==> config.mk <==
export PLATFORM = sky130hd
export DESIGN_NAME = hkvs_front
export DESIGN_NICKNAME = d
export VERILOG_FILES = /design/src/rtl/hkvs_pkg.sv /design/src/rtl/hkvs_front.sv
export SDC_FILE = /design/constraint.sdc
export NUM_CORES = 1
export LEC_CHECK = 0
export ABC_AREA = 1
export BUFFER_PORTS_ARGS = -buffer_cell sky130_fd_sc_hd__buf_2
export CORE_MARGIN = 2
export CORE_UTILIZATION = 45
export CTS_BUF_LIST = sky130_fd_sc_hd__clkbuf_4 sky130_fd_sc_hd__clkbuf_8
export DETAILED_ROUTE_END_ITERATION = 12
export PLACE_DENSITY = 0.7
export SLEW_MARGIN = 15
export SYNTH_ARGS = -nofsm -noshare
export SYNTH_HDL_FRONTEND = slang
export SYNTH_SLANG_ARGS = --single-unit
export TNS_END_PERCENT = 30
==> constraint.sdc <==
create_clock -name i_clk -period 6.7 [get_ports i_clk]
set_clock_uncertainty 0.15 [all_clocks]
set_input_delay 0.67 -clock i_clk [delete_from_list [all_inputs] [get_ports i_clk]]
set_output_delay 0.67 -clock i_clk [all_outputs]
set_load 0.05 [all_outputs]
==> src/rtl/hkvs_pkg.sv <==
// ----------------------------------------------------------------------------
// hkvs_pkg
// Shared constants and types for the hashed key-value store.
// ----------------------------------------------------------------------------
package hkvs_pkg;

    localparam int BUCKETS     = 16;
    localparam int WAYS        = 4;
    localparam int KEY_WIDTH   = 32;
    localparam int VALUE_WIDTH = 32;

    localparam int BUCKET_BITS = (BUCKETS > 1) ? $clog2(BUCKETS) : 1;
    localparam int WAY_BITS    = (WAYS > 1) ? $clog2(WAYS) : 1;

    // operation codes
    localparam logic [1:0] MODE_GET    = 2'd0;
    localparam logic [1:0] MODE_PUT    = 2'd1;
    localparam logic [1:0] MODE_REMOVE = 2'd2;

    // status codes
    localparam logic [1:0] ST_OK       = 2'd0;
    localparam logic [1:0] ST_NOTFOUND = 2'd1;
    localparam logic [1:0] ST_FULL     = 2'd2;

    // one classified request between front and back
    typedef struct packed {
        logic [1:0]             mode;
        logic [KEY_WIDTH-1:0]   key;
        logic [VALUE_WIDTH-1:0] value;
        logic [BUCKET_BITS-1:0] bucket;
    } t_req;

    // one result word
    typedef struct packed {
        logic        hit;
        logic [31:0] value;
        logic [1:0]  status;
    } t_res;

    // bucket index: remainder of the key by BUCKETS
    function automatic logic [BUCKET_BITS-1:0] bucket_of(input logic [KEY_WIDTH-1:0] k);
        logic [KEY_WIDTH-1:0] r;
        r = k % KEY_WIDTH'(BUCKETS);
        return r[BUCKET_BITS-1:0];
    endfunction

endpackage

==> src/rtl/hkvs_front.sv <==
// ----------------------------------------------------------------------------
// hkvs_front
// Accepts requests, masks fields, computes the bucket, feeds a two-deep queue.
// ----------------------------------------------------------------------------
module hkvs_front (
    input  logic          i_clk,
    input  logic          i_rst_n,
    input  logic          i_push,
    output logic          o_full,
    input  logic [1:0]    i_mode,
    input  logic [31:0]   i_lookup_key,
    input  logic [31:0]   i_value_in,
    output logic          o_req_valid,
    output hkvs_pkg::t_req o_req,
    input  logic          i_req_take
);
    import hkvs_pkg::*;

    t_req       r_q [2];
    logic [1:0] r_cnt, n_cnt;
    logic       r_rd, r_wr;
    t_req       w_new;
    logic       w_acc;

    // classify incoming word
    always_comb begin
        w_new.mode   = i_mode;
        w_new.key    = KEY_WIDTH'(i_lookup_key);
        w_new.value  = VALUE_WIDTH'(i_value_in);
        w_new.bucket = bucket_of(w_new.key);
    end

    assign o_full      = r_cnt[1];
    assign w_acc       = i_push && !o_full;
    assign o_req_valid = r_cnt != 2'd0;
    assign o_req       = r_q[r_rd];

    always_comb begin
        n_cnt = r_cnt + 2'(w_acc) - 2'(i_req_take && o_req_valid);
    end

    // queue pointers
    always_ff @(posedge i_clk) begin
        if (!i_rst_n) begin
            r_cnt <= '0;
            r_rd  <= 1'b0;
            r_wr  <= 1'b0;
        end else begin
            r_cnt <= n_cnt;
            if (w_acc) r_wr <= !r_wr;
            if (i_req_take && o_req_valid) r_rd <= !r_rd;
        end
    end

    // queue storage
    always_ff @(posedge i_clk) begin
        if (w_acc) r_q[r_wr] <= w_new;
    end

endmodule

## Word level (Yosys, flattened, before mapping)

Memories as Yosys holds them, arrays and structs flattened. A register that Yosys moved wholly into a read port is not among the register bits.
Cells that the tools add are included.

- Flip-flop bits (word level): 4
- RAM bits: 140
- Input port bits: 70
- Logic and storage cells: 16
- Memories: 1

- Add/subtract/negate cells: 2
- Multiplexer cells: 4
- Reductions and logical operators: 6

Memory list:

| memory | depth | width | read ports | clocked after Yosys merged registers in | write ports | line | RTL |
|---|---|---|---|---|---|---|---|
| r_q | 2 | 70 | 1 | 1 | 1 | hkvs_front.sv:19 | `t_req r_q [2];` |

Operators by type and width:

| cell | count |
|---|---|
| two-way mux 1 bit | 4 |
| zero test 1 bit | 3 |
| adder 2 x 1 -> 2 bit | 1 |
| logical AND 1 bit | 2 |
| nonzero test 2 bit | 1 |
| subtractor 2 x 1 -> 2 bit | 1 |

## Depth between registers and ports, before layout

- Depth in word-level cells: 4
- Gate-level depth with buffers: 9
- Depth with buffers taken out: 9

## Least setup slack after synthesis

Ideal clock, no wire load.

- Path kind: input to register
- From: in i_push
- To: mem r_q[0][10] (netlist bit), enable pin
- Setup time: 0.490 ns
- Arrival: 3.550 ns
- Data required time: 6.060 ns
- Path slack: 2.510 ns
- Stages: 2
- Buffers on the path: 0
- Path through: nand2_1 > nor2_1

- Word-level cells in the longest chain between the ends: 3

RTL lines:

| item | line | RTL |
|---|---|---|
| from (decl) | hkvs_front.sv:8 | `input logic i_push,` |
| logical AND 1 bit | hkvs_front.sv:34 | `assign w_acc = i_push && !o_full;` |
| two-way mux 1 bit | hkvs_front.sv:57 | `if (w_acc) r_q[r_wr] <= w_new;` |
| two-way mux 1 bit (not written as such) | hkvs_front.sv:57 |  |
| to (decl) | hkvs_front.sv:19 |  |

No other way between the ends.

==> impl_metrics.yaml <==
yosys:
  seq_area_frac_synth_pct: 78.5
  async_flop_share_pct: 0
  synth_warnings: 0
  synth_top_area_share_pct: 76.6
  yosys.area.top_type: "edfxtp_1"
  syn_inst: 240
  synth_most_common_cell: "edfxtp_1"
  avgSynthCellArea_um2: 21.6
  ys_top_cells_by_count: "edfxtp_1, mux2_4, mux2_2, inv_1, nand2_1"
  synthTopCellsByArea: "edfxtp_1, mux2_4, mux2_2, dfxtp_1, buf_6"
  synth-edff-count: 132
  synth_seq_cells: 137
  synthFlopType: "edfxtp_1"
  ys_types: 16
  netlist_area_mm2: 0.00518
  mappedNetlistNets: 311
worst_setup_path:
  crit_path_cell_trace: "mux2_2 > buf_2"
  rr_startpoint: "r_cnt[1]"
  rr_worst_depth: 4
  max_stage_delay_ps: 1070
  crit_slowest_cell: "dfxtp_4"
  endpoint_kind: "primary output"
  critical_path_class: "reg -> out"
  crit_buf_inv: 1
  cp-start-kind: "flop"
  crit_fanout: 66
  cp.required_ps: 5880
  cp.arrival_ps: 2140
  rr_endpoint: "r_q[0][23]"
  critPathTopFamily: "flip-flops"
  reg2reg_slack_ps: 4230
finish:
  num-nets-final: 462
  area_delta_synth_final_pct: 22.9
  drive_above_1_share_pct: 59.9
  final_util_pct: 56.2
  n_fill_cell: 907
  stdcell_count: 547
  stdcell_area_mm2: 0.00636
  seq_area_mm2: 0.00407
  diodes: 0
  multi_input_area_mm2: 0.00100
timing:
  fin_tns_setup_ps: 0
  fmax_mhz: 337
  max_slew_margin_pct: 27.9
  setup_viol: 0
  worstMarginPinSlew_ps: 1080
  rsz0062_at_grt: "no"
  fin_crit_sh_pct: 44.3
  slew_viol_final: 0
  period_needed_ps: 2960
  hold_viol: 0
clock_tree:
  cts_root_buf: "clkbuf_8"
  clock_sinks: 137
  clkTransAtPathRegs_ps: 80
  cts_tree: "yes"
  cts_max_level: 4
  cts.path.max_buffers: 2
  numCtsBuffers: 17
  cts_hold_buf: 0
  clock_latency_ps: 410
  post-cts-setup-buffer-count: 0
  post_cts_resized: 0
floorplanning:
  num_io_pins: 142
  rows: 39
  start_util_pct: 45.7
  dieArea_mm2: 0.0124
  die_h_um: 111
  core_mm2: 0.0113
  die_w_um: 111
grt:
  grt_pass1_vias: 2677
  antenna_found_initial: 0
  grt_pass1_wl_um: 13000
  gr-total-overflow: 0
  grt.total_usage_pct: 14.1
  grt_max_degree: 67
route:
  ant_nets: 0
  first_pass_iters: 4
  initialDrtViolationCount: 123
  drcViolationCount: 0
  drt-total-wl_um: 8540
  wl_per_cell_um: 15.6
  vias_per_cell: 4.77
  num_vias: 2608
pwr:
  p_total_mw: 2.64
  leakagePower_nw: 2.46
  ir_worst_vdd_mv: 0.225
  p_per_area_mw_per_mm2: 415
min_path:
  worstHoldStart: "i_lookup_key[30]"
  whs_path_depth: 1
  hold_class: "in -> reg"
  min_to: "r_q[0][66]"
run:
  cap_violations: 0
placed_design:
  dp_hpwl_um: 5680
  gp_congestion: 0.709
  io_buffer_count: 141
  place_area_mm2: 0.00600
  dp_cells: 515
run_status:
  outcome: "complete, no violations"
cells in the final DEF, fill, tap and decap left out, types with 3 or more instances in the layout:
cell type   netlist  final
a21oi_1           4      4
edfxtp_1        132    132
nand2_1           6      6
dfxtp_1           5      4
inv_1             7      7
clkbuf_8          0     17
mux2_2           26     26
buf_2             2    141
mux2_4           40     40
clkinv_4          0      3
clkinvlp_4        0      5
per-layer routing:
layer  wire (um)  part of all wire [%]  GRT usage (%)
met1        3530                    41           16.7
met2        4310                    50           22.8
met3         630                   7.4           6.01
met4          75                  0.88           5.43
met5           0                     0              0
registers in the layout (all words and copies together) (netlist names), named ones only:
name   flops
r_rd       1
r_q      132
r_cnt      2
r_wr       1
cells by family (layout without fill, tap and decap cells):
kind of cell	Yosys count	in the layout	share of synthesized area, %
DFF	137	137	78.5
muxes	66	66	17.3
buffers and inverters	18	182	2.37
and+or+nand+nor	11	11	0.870
AOI/OAI and AO/OA	6	6	0.580
adders and majority gates	1	1	0.242
xor gates and xnor gates	1	1	0.169
where the power goes:
group | leakage [nW] | switching [mW] | internal (mW)
Sequential | 1.27 | 0.0799 | 1.08
Combinational | 1.02 | 0.613 | 0.270
Clock | 0.169 | 0.305 | 0.292
Total | 2.46 | 0.999 | 1.64
area by class of cell:
cell class              instances  share of cell area (%)
repair buffers                143                    11.3
inverters                       7                   0.413
clock inverters                15                    2.03
multi-input cells              85                    15.8
well taps                     143                    2.81
clock buffers                  17                    3.68
flip-flops and latches        137                    63.9
worst max-delay path by stage:
stage	from	end	depth (start not counted)
final	flop	o_req[59]	2
after detailed placement	i_push	r_q[0][21]	4
after CTS	flop	o_req[59]	2
after floorplan	i_push	r_q[0][10]	2
after global routing	flop	o_req[59]	2
after global placement	i_push	r_q[0][64]	4
through the flow:
stage	hold slack, ps	setup WS [ps]
3_3_place_gp	304	3900
3_5_place_dp	305	3850
5_1_grt	244	3600
2_1_floorplan	297	2510
6_report	289	3740
4_1_cts	255	3650
(Power assumes the default switching activity.)
