File: src/rtl/hkvs_pkg.sv
// ----------------------------------------------------------------------------
// hkvs_pkg
// Shared constants and types for the hashed key-value store.
// ----------------------------------------------------------------------------
package hkvs_pkg;

    localparam int BUCKETS     = 16;
    localparam int WAYS        = 4;
    localparam int KEY_WIDTH   = 32;
    localparam int VALUE_WIDTH = 32;

    localparam int BUCKET_BITS = (BUCKETS > 1) ? $clog2(BUCKETS) : 1;
    localparam int WAY_BITS    = (WAYS > 1) ? $clog2(WAYS) : 1;

    // operation codes
    localparam logic [1:0] MODE_GET    = 2'd0;
    localparam logic [1:0] MODE_PUT    = 2'd1;
    localparam logic [1:0] MODE_REMOVE = 2'd2;

    // status codes
    localparam logic [1:0] ST_OK       = 2'd0;
    localparam logic [1:0] ST_NOTFOUND = 2'd1;
    localparam logic [1:0] ST_FULL     = 2'd2;

    // one classified request between front and back
    typedef struct packed {
        logic [1:0]             mode;
        logic [KEY_WIDTH-1:0]   key;
        logic [VALUE_WIDTH-1:0] value;
        logic [BUCKET_BITS-1:0] bucket;
    } t_req;

    // one result word
    typedef struct packed {
        logic        hit;
        logic [31:0] value;
        logic [1:0]  status;
    } t_res;

    // bucket index: remainder of the key by BUCKETS
    function automatic logic [BUCKET_BITS-1:0] bucket_of(input logic [KEY_WIDTH-1:0] k);
        logic [KEY_WIDTH-1:0] r;
        r = k % KEY_WIDTH'(BUCKETS);
        return r[BUCKET_BITS-1:0];
    endfunction

endpackage

File: src/rtl/hkvs_ram.sv
// ----------------------------------------------------------------------------
// hkvs_ram
// Generic single write port RAM with registered read.
// ----------------------------------------------------------------------------
module hkvs_ram #(
    parameter int WIDTH = 8,
    parameter int DEPTH = 16
) (
    input  logic                     i_clk,
    input  logic                     i_we,
    input  logic [$clog2(DEPTH)-1:0] i_waddr,
    input  logic [WIDTH-1:0]         i_wdata,
    input  logic [$clog2(DEPTH)-1:0] i_raddr,
    output logic [WIDTH-1:0]         o_rdata
);

    logic [WIDTH-1:0] r_mem [DEPTH];

    // write and registered read
    always_ff @(posedge i_clk) begin
        if (i_we) begin
            r_mem[i_waddr] <= i_wdata;
        end
        o_rdata <= r_mem[i_raddr];
    end

endmodule

File: src/rtl/hkvs_back.sv
// ----------------------------------------------------------------------------
// hkvs_back
// Reads a bucket, compares all ways, writes back and produces the result.
// ----------------------------------------------------------------------------
module hkvs_back (
    input  logic           i_clk,
    input  logic           i_rst_n,
    input  logic           i_req_valid,
    input  hkvs_pkg::t_req i_req,
    output logic           o_req_take,
    output logic           o_empty,
    input  logic           i_pop,
    output logic           o_hit,
    output logic [31:0]    o_value_out,
    output logic [1:0]     o_status
);
    import hkvs_pkg::*;

    localparam int KV_W = KEY_WIDTH + VALUE_WIDTH;

    // valid marks in flip-flops, keys and values in one ram per way
    logic [WAYS-1:0] r_valid [BUCKETS];
    logic            r_busy;
    t_req            r_req;
    logic            r_out_v;
    t_res            r_out;

    logic [KV_W-1:0] w_rd [WAYS];
    logic [WAYS-1:0] w_we;
    logic [KV_W-1:0] w_wd;
    logic [WAYS-1:0] w_vb, w_match, w_free;
    logic            w_any, w_anyfree;
    logic [WAY_BITS-1:0] w_mw, w_fw;
    logic [VALUE_WIDTH-1:0] w_mval;
    t_res            w_res;

    // one request at a time: read cycle then compare cycle, and none while a result waits to be popped
    assign o_req_take = i_req_valid && !r_busy && !r_out_v;

    for (genvar g = 0; g < WAYS; g++) begin : g_way
        hkvs_ram #(.WIDTH(KV_W), .DEPTH(BUCKETS)) u_ram (
            .i_clk  (i_clk),
            .i_we   (w_we[g]),
            .i_waddr(r_req.bucket),
            .i_wdata(w_wd),
            .i_raddr(i_req.bucket),
            .o_rdata(w_rd[g])
        );
    end

    // way compare and priority pick
    always_comb begin
        w_vb      = r_valid[r_req.bucket];
        w_any     = 1'b0;
        w_anyfree = 1'b0;
        w_mw      = '0;
        w_fw      = '0;
        w_mval    = '0;
        for (int w = WAYS - 1; w >= 0; w--) begin
            w_match[w] = w_vb[w] && (w_rd[w][KV_W-1:VALUE_WIDTH] == r_req.key);
            w_free[w]  = !w_vb[w];
            if (w_free[w]) begin
                w_anyfree = 1'b1;
                w_fw      = WAY_BITS'(w);
            end
        end
        for (int w = 0; w < WAYS; w++) begin
            if (w_match[w]) begin
                w_any  = 1'b1;
                w_mw   = WAY_BITS'(w);
                w_mval = w_rd[w][VALUE_WIDTH-1:0];
            end
        end
    end

    // result and write-back decision
    always_comb begin
        w_res = '0;
        w_we  = '0;
        w_wd  = {r_req.key, r_req.value};
        unique case (r_req.mode)
            MODE_GET: begin
                if (w_any) begin
                    w_res.hit   = 1'b1;
                    w_res.value = 32'(w_mval);
                end else begin
                    w_res.status = ST_NOTFOUND;
                end
            end
            MODE_PUT: begin
                if (w_any) begin
                    w_res.hit = 1'b1;
                    w_we[w_mw] = r_busy;
                end else if (w_anyfree) begin
                    w_we[w_fw] = r_busy;
                end else begin
                    w_res.status = ST_FULL;
                end
            end
            MODE_REMOVE: begin
                if (w_any) w_res.hit = 1'b1;
                else       w_res.status = ST_NOTFOUND;
            end
            default: w_res = '0;
        endcase
    end

    // control and valid marks
    always_ff @(posedge i_clk) begin
        if (!i_rst_n) begin
            r_busy  <= 1'b0;
            r_out_v <= 1'b0;
            for (int b = 0; b < BUCKETS; b++) r_valid[b] <= '0;
        end else begin
            if (o_req_take) begin
                r_busy <= 1'b1;
            end else if (r_busy) begin
                r_busy  <= 1'b0;
                r_out_v <= 1'b1;
                if (r_req.mode == MODE_PUT && !w_any && w_anyfree)
                    r_valid[r_req.bucket][w_fw] <= 1'b1;
                if (r_req.mode == MODE_REMOVE && w_any)
                    r_valid[r_req.bucket][w_mw] <= 1'b0;
            end
            if (r_out_v && i_pop) r_out_v <= 1'b0;
        end
    end

    // payload
    always_ff @(posedge i_clk) begin
        if (o_req_take) r_req <= i_req;
        if (r_busy) r_out <= w_res;
    end

    assign o_empty     = !r_out_v;
    assign o_hit       = r_out.hit;
    assign o_value_out = r_out.value;
    assign o_status    = r_out.status;

endmodule

File: config.mk
export PLATFORM = sky130hd
export DESIGN_NAME = hkvs_back
export DESIGN_NICKNAME = d
export VERILOG_FILES = /design/src/rtl/hkvs_pkg.sv /design/src/rtl/hkvs_ram.sv /design/src/rtl/hkvs_back.sv
export SDC_FILE = /design/constraint.sdc
export NUM_CORES = 2
export LEC_CHECK = 0
export BUFFER_PORTS_ARGS = -buffer_cell sky130_fd_sc_hd__buf_2
export CORE_ASPECT_RATIO = 1.1
export CORE_MARGIN = 5
export CORE_UTILIZATION = 35
export CTS_CLUSTER_SIZE = 10
export DETAILED_ROUTE_END_ITERATION = 8
export GPL_ROUTABILITY_DRIVEN = 1
export PLACE_DENSITY_LB_ADDON = 0.25
export SLEW_MARGIN = 10
export SYNTH_ARGS = -nofsm -noshare
export SYNTH_HDL_FRONTEND = slang
export SYNTH_HIERARCHICAL = 1
export SYNTH_MEMORY_MAX_BITS = 65536
export SYNTH_SLANG_ARGS = --single-unit
export TNS_END_PERCENT = 5
File: constraint.sdc
create_clock -name i_clk -period 12.6 [get_ports i_clk]
set_input_delay 3.15 -clock i_clk [delete_from_list [all_inputs] [get_ports i_clk]]
set_output_delay 3.15 -clock i_clk [all_outputs]
set_load 0.02 [all_outputs]
Yosys cells after proc, flatten, opt, wreduce, memory -nomap -nowiden:

Memories as Yosys holds them, arrays and structs flattened. A register that Yosys moved wholly into a read port is not among the register bits.
Cells that the tools add are included.

* $lt $le $gt $ge: 4
* equal/unequal tests: 6
* multiplexer cells: 61
* bitwise gates (word level): 8
* reductions and logical operators: 22

Operators with widths (count)
* == test 32 bit: 4
* 2-to-1 mux 32 bit: 4
* 2-to-1 mux 4 bit: 9
* 2-to-1 mux 1 bit: 35
* 2-to-1 mux 33 bit: 1
* 2-to-1 mux 2 bit: 8
* logical AND 1 bit: 12
* AND 4 bit: 2
* less-than comparator 2 x 3 -> 1 bit (second input constant): 2
* OR reduction 2 bit: 3
* demux 1 bit (select 2 bit): 2
* >= comparator 2 x 1 -> 1 bit (second input constant): 2
* OR 1 bit: 4
* case mux 2 bit (2 select lines): 1
* AND reduction 2 bit: 2
* OR reduction 4 bit: 1
* logical NOT 1 bit: 3
* == test 2 x 1 -> 1 bit (second input constant): 1
* == test 2 bit (second input constant): 1
* logical NOT 2 bit: 1
* NOT 1 bit: 2
* case mux 1 bit (2 select lines): 1

* bits in registers: 107
* bits in writable memories: 4160
* logic and storage cells: 115
* memories: 5

Memories
* g_way[0].u_ram.r_mem: words 16, width 64, rd ports 1, clocked after memory_dff 1, wr ports 1, line hkvs_ram.sv:17 `logic [WIDTH-1:0] r_mem [DEPTH];`
* g_way[1].u_ram.r_mem: words 16, width 64, rd ports 1, clocked after memory_dff 1, wr ports 1, line hkvs_ram.sv:17
* g_way[2].u_ram.r_mem: words 16, width 64, rd ports 1, clocked after memory_dff 1, wr ports 1, line hkvs_ram.sv:17
* g_way[3].u_ram.r_mem: words 16, width 64, rd ports 1, clocked after memory_dff 1, wr ports 1, line hkvs_ram.sv:17
* r_valid: words 16, width 4, rd ports 1, clocked after memory_dff 1, wr ports 16, line hkvs_back.sv:22 `logic [WAYS-1:0] r_valid [BUCKETS];`

Logic depth before layout (Yosys ltp):

* depth after elaboration: 17
* gate-level depth with buffers: 12
* depth with buffers taken out: 9

By module:

The synthesis kept the hierarchy.

By module, submodules not included
* hkvs_ram: times used 4, cells each 1647, area each 39581.7 um^2, seq. area each 32030.7 um^2
* hkvs_back: times used 1, cells each 804, area each 9376.5 um^2, seq. area each 5195.0 um^2

Least setup slack after synthesis:

Ideal clock, no wire load.

* path type: input to output
* start: in i_req_valid
* end: out o_req_take
* data arrival time: 8930 ps
* required time: 9450 ps
* setup slack: 520 ps
* stages: 1
* cells stage by stage: nor3b_1

* longest elaborated chain between the ends: 2

Ends and longest elaborated chain
* start, declared: line hkvs_back.sv:8 `input logic i_req_valid,`
* logical AND 1 bit (2 in series): line hkvs_back.sv:38 `assign o_req_take = i_req_valid && !r_busy && !r_out_v;`
* end, declared: line hkvs_back.sv:10 `output logic o_req_take,`

Every way passes these cells.

Worst setup path after layout:

Ends and elaborated chain as after synthesis.

==> flow_metrics.py <==
metrics = {
    "setup_path": {
        "critPathRequiredTime_ns": 9.45,
        "endpoint_kind": "primary output",
        "cp_common_cell": "buf_2",
        "path_class": "input pin to primary output",
        "worst-path-buf-inv": 3,
        "r2r_setup_slack_ns": 5.64,
        "cp_top_family": "buffers and inverters",
        "cp_max_fo": 3,
        "arrival_ns": 4.05,
        "slowest_stage": "buf_4",
        "start_kind": "input pin",
        "critPathMaxStageDelay_ns": 0.38,
        "cp_cell_sequence": "buf_2 -> nor3b_2 -> buf_4 -> buf_2",
    },
    "cts": {
        "clk_path_buf_depth": 4,
        "post_cts_buffers": 0,
        "cts_buffers": 531,
        "cts.sinks": 4527,
        "htree_num_levels": 6,
        "post_cts_resized": 0,
        "clkTransAtPathRegs_ns": 0.05,
        "cts_tree": "yes",
        "cts-root-buf": "clkbuf_16",
        "clk_latency_ns": 1.02,
        "cts_hold_buf": 0,
    },
    "route": {
        "ant_nets": 0,
        "drt_wl_total_um": 441800,
        "drc_errors": 0,
        "initialDrtViolationCount": 8082,
        "num_vias": 79073,
        "first_pass_iters": 5,
        "viasPerCell": 5.409,
        "routedWlPerCell_um": 30.22,
    },
    "timing": {
        "relSlewSlack": 0.09533,
        "hold_violations": 0,
        "rsz0062_at_grt": "false",
        "max_freq_mhz": 139.0,
        "setup_viol": 0,
        "maxSlewViolCount": 0,
        "fin_setup_tns_ns": 0,
        "period_minus_slack_ns": 7.196,
        "skew_ns": 0.04397,
        "min_period_over_period": 0.5711,
        "setup_ws_ns": 5.404,
        "worst_pin_slew_ns": 1.343,
    },
    "finish": {
        "fin_cells": 14618,
        "post-route-util": 0.4034,
        "drive_gt1_frac": 0.2569,
        "syn_to_final_growth_pct": 14.81,
        "fin_nets": 8002,
        "fillers": 41916,
        "multi_input_area_mm2": 0.03293,
        "seqCellArea_mm2": 0.1333,
    },
    "synth": {
        "yosys_most_used_dff": "edfxtp_1",
        "synth-edff-count": 4265,
        "ys_types": 47,
        "synth_compound_area_frac": 0.02922,
        "ys_seq_area_frac": 0.7950,
        "synthArstFlopShare": 0,
        "synthSimpleGateAreaFrac": 0.01642,
        "synth_xor_area_frac": 0.006685,
        "synth_warnings": 6,
        "synthCells": 7392,
        "syn_area_mm2": 0.1677,
        "synth_area_per_cell_um2": 22.69,
        "synth_top_family_by_area": "multiplexers",
        "syn_nets": 7471,
        "synth_mux_area_frac": 0.1401,
        "yosys_register_bits": 4527,
        "synth_fa_ha_area_frac": 0.0003730,
    },
    "global_route": {
        "grt_util_all_layers": 0.1754,
        "antenna_found_initial": 52,
        "grt_pass1_wl_um": 625700,
        "grt_max_degree": 132,
        "grt_pass1_vias": 82564,
        "grt_overflow": 0,
    },
    "floorplanning": {
        "initial_utilization": 0.3514,
        "num_rows": 266,
        "core-area_mm2": 0.4773,
        "die_area_mm2": 0.4931,
        "die_x_um": 670.0,
        "fp.dieH_um": 736.0,
        "io_pins": 111,
    },
    "place": {
        "placed_cells": 13687,
        "gp_congestion": 0.7578,
        "place_ws_ns": 5.306,
        "dp_hpwl_um": 239800,
        "port_buffers": 110,
    },
    "worst_hold_path": {
        "min_path_type": "register to register",
    },
    "pwr": {
        "p_leak_nw": 59.89,
        "vdd_drop_max_mv": 0.1501,
        "power_density_mw_per_mm2": 166.7,
        "p_total_mw": 32.09,
    },
    "job": {
        "cap_violations": 0,
    },
    "outcome": {
        "status": "finished, final reports clean",
    },
}
## registers in the layout, indices dropped and copies added, names as in the netlist, named ones only
name / cells
r_busy: 1
o_hit: 1
r_req: 70
r_out_v: 1
r_valid: 64
o_value_out: 32
g_way.u_ram/r_mem: 4096
o_status: 2
g_way.u_ram/o_rdata: 256
## synthesized netlist by cell type (all sizes together) (9+ instances only)
| cell type | instances | share of area |
|---|---|---|
| nand2b | 9 | 0.00034 |
| nand3 | 21 | 0.00063 |
| a22oi | 516 | 0.023 |
| o2bb2ai | 32 | 0.0017 |
| nand2 | 312 | 0.0070 |
| clkbuf | 189 | 0.0043 |
| o21ai | 97 | 0.0029 |
| nor3 | 20 | 0.00060 |
| mux4 | 1040 | 0.14 |
| a31oi | 32 | 0.0012 |
| edfxtp | 4265 | 0.76 |
| nand4 | 52 | 0.0019 |
| xor2 | 64 | 0.0033 |
| dfxtp | 262 | 0.031 |
| nor4 | 21 | 0.00087 |
| nor2 | 121 | 0.0029 |
| nor2b | 15 | 0.00056 |
| buf | 200 | 0.0079 |
| xnor2 | 64 | 0.0033 |
## logic make-up after synthesis
group	count (synthesis)
and+or+nand+nor	608
DFF	4527
AOI/OAI and AO/OA	685
muxes	1047
xor gates and xnor gates	128
buffers and inverters	392
adders and majority gates	5
## path summary, 6_finish.rpt
check	start	to	cells after the start
max	i_req_valid	o_req_take	4
min	g_way[0].u_ram/o_rdata[16]	o_value_out[16]	2
max reg2reg	register	g_way[0].u_ram/r_mem[3][32]	13
min reg2reg	g_way[0].u_ram/o_rdata[16]	o_value_out[16]	2
## placed cells by master, fill, tap and decap left out, types with 10 or more instances in the layout
cell type,count
buf_12,14
nand4_1,52
nand2_1,312
buf_4,263
clkbuf_1,312
buf_2,108
nor3_2,17
diode_2,22
inv_6,20
nor2_4,52
a22oi_1,516
mux4_2,1040
a31oi_1,32
nor2_2,10
o21ai_0,97
xnor2_1,64
edfxtp_1,4265
nand3_1,19
nor4_1,18
xor2_1,64
clkbuf_16,550
o2bb2ai_1,32
dfxtp_1,261
nor2_1,59
## metrics by stage
| stage | area [um2] | hold WS [ns] |
|---|---|---|
| 2_1_floorplan | 167700 | 0.4799 |
| 3_3_place_gp | 176900 | 0.5321 |
| 3_5_place_dp | 176900 | 0.5189 |
| 4_1_cts | 192500 | 0.5393 |
| 5_1_grt | 192500 | 0.5766 |
| 6_report | 192500 | 0.5368 |
## power by group
group | total [mW] | switching (mW) | internal [mW]
sequential | 16.8 | 0.108 | 16.6
clock | 13.9 | 5.76 | 8.17
combinational | 1.40 | 0.930 | 0.469
total | 32.1 | 6.80 | 25.3
## worst reg2reg max path, cell delays in order (launching register included)
cell,delay [ns]
dfxtp_1,0.75
buf_4,0.34
mux4_2,0.55
mux2i_1,0.24
mux2i_4,0.15
buf_4,0.36
nand3_2,0.17
buf_4,0.47
nand2_1,0.23
nor4bb_1,0.87
or3b_2,0.63
nor2_4,0.63
buf_4,0.54
buf_4,0.64
## metal layers
| layer | vias up | GRT usage | wire (um) |
|---|---|---|---|
| met1 | 43209 | 0.2318 | 177500 |
| met2 | 2836 | 0.3035 | 224500 |
| met3 | 626 | 0.02944 | 29610 |
| met5 | - | 0 | 27 |
| met4 | 4 | 0.04174 | 10160 |
| li1 | 32398 | - | - |
## layout make-up
cell class	instances	share of cell area
Inverter	3	0.00005848
Multi-Input combinational cell	2473	0.1710
Clock buffer	865	0.07778
Sequential cell	4527	0.6924
Tap cell	6298	0.04093
Antenna cell	22	0.0002859
Clock inverter	43	0.002898
Timing Repair Buffer	387	0.01463
Power figures use the tool's default switching activity.
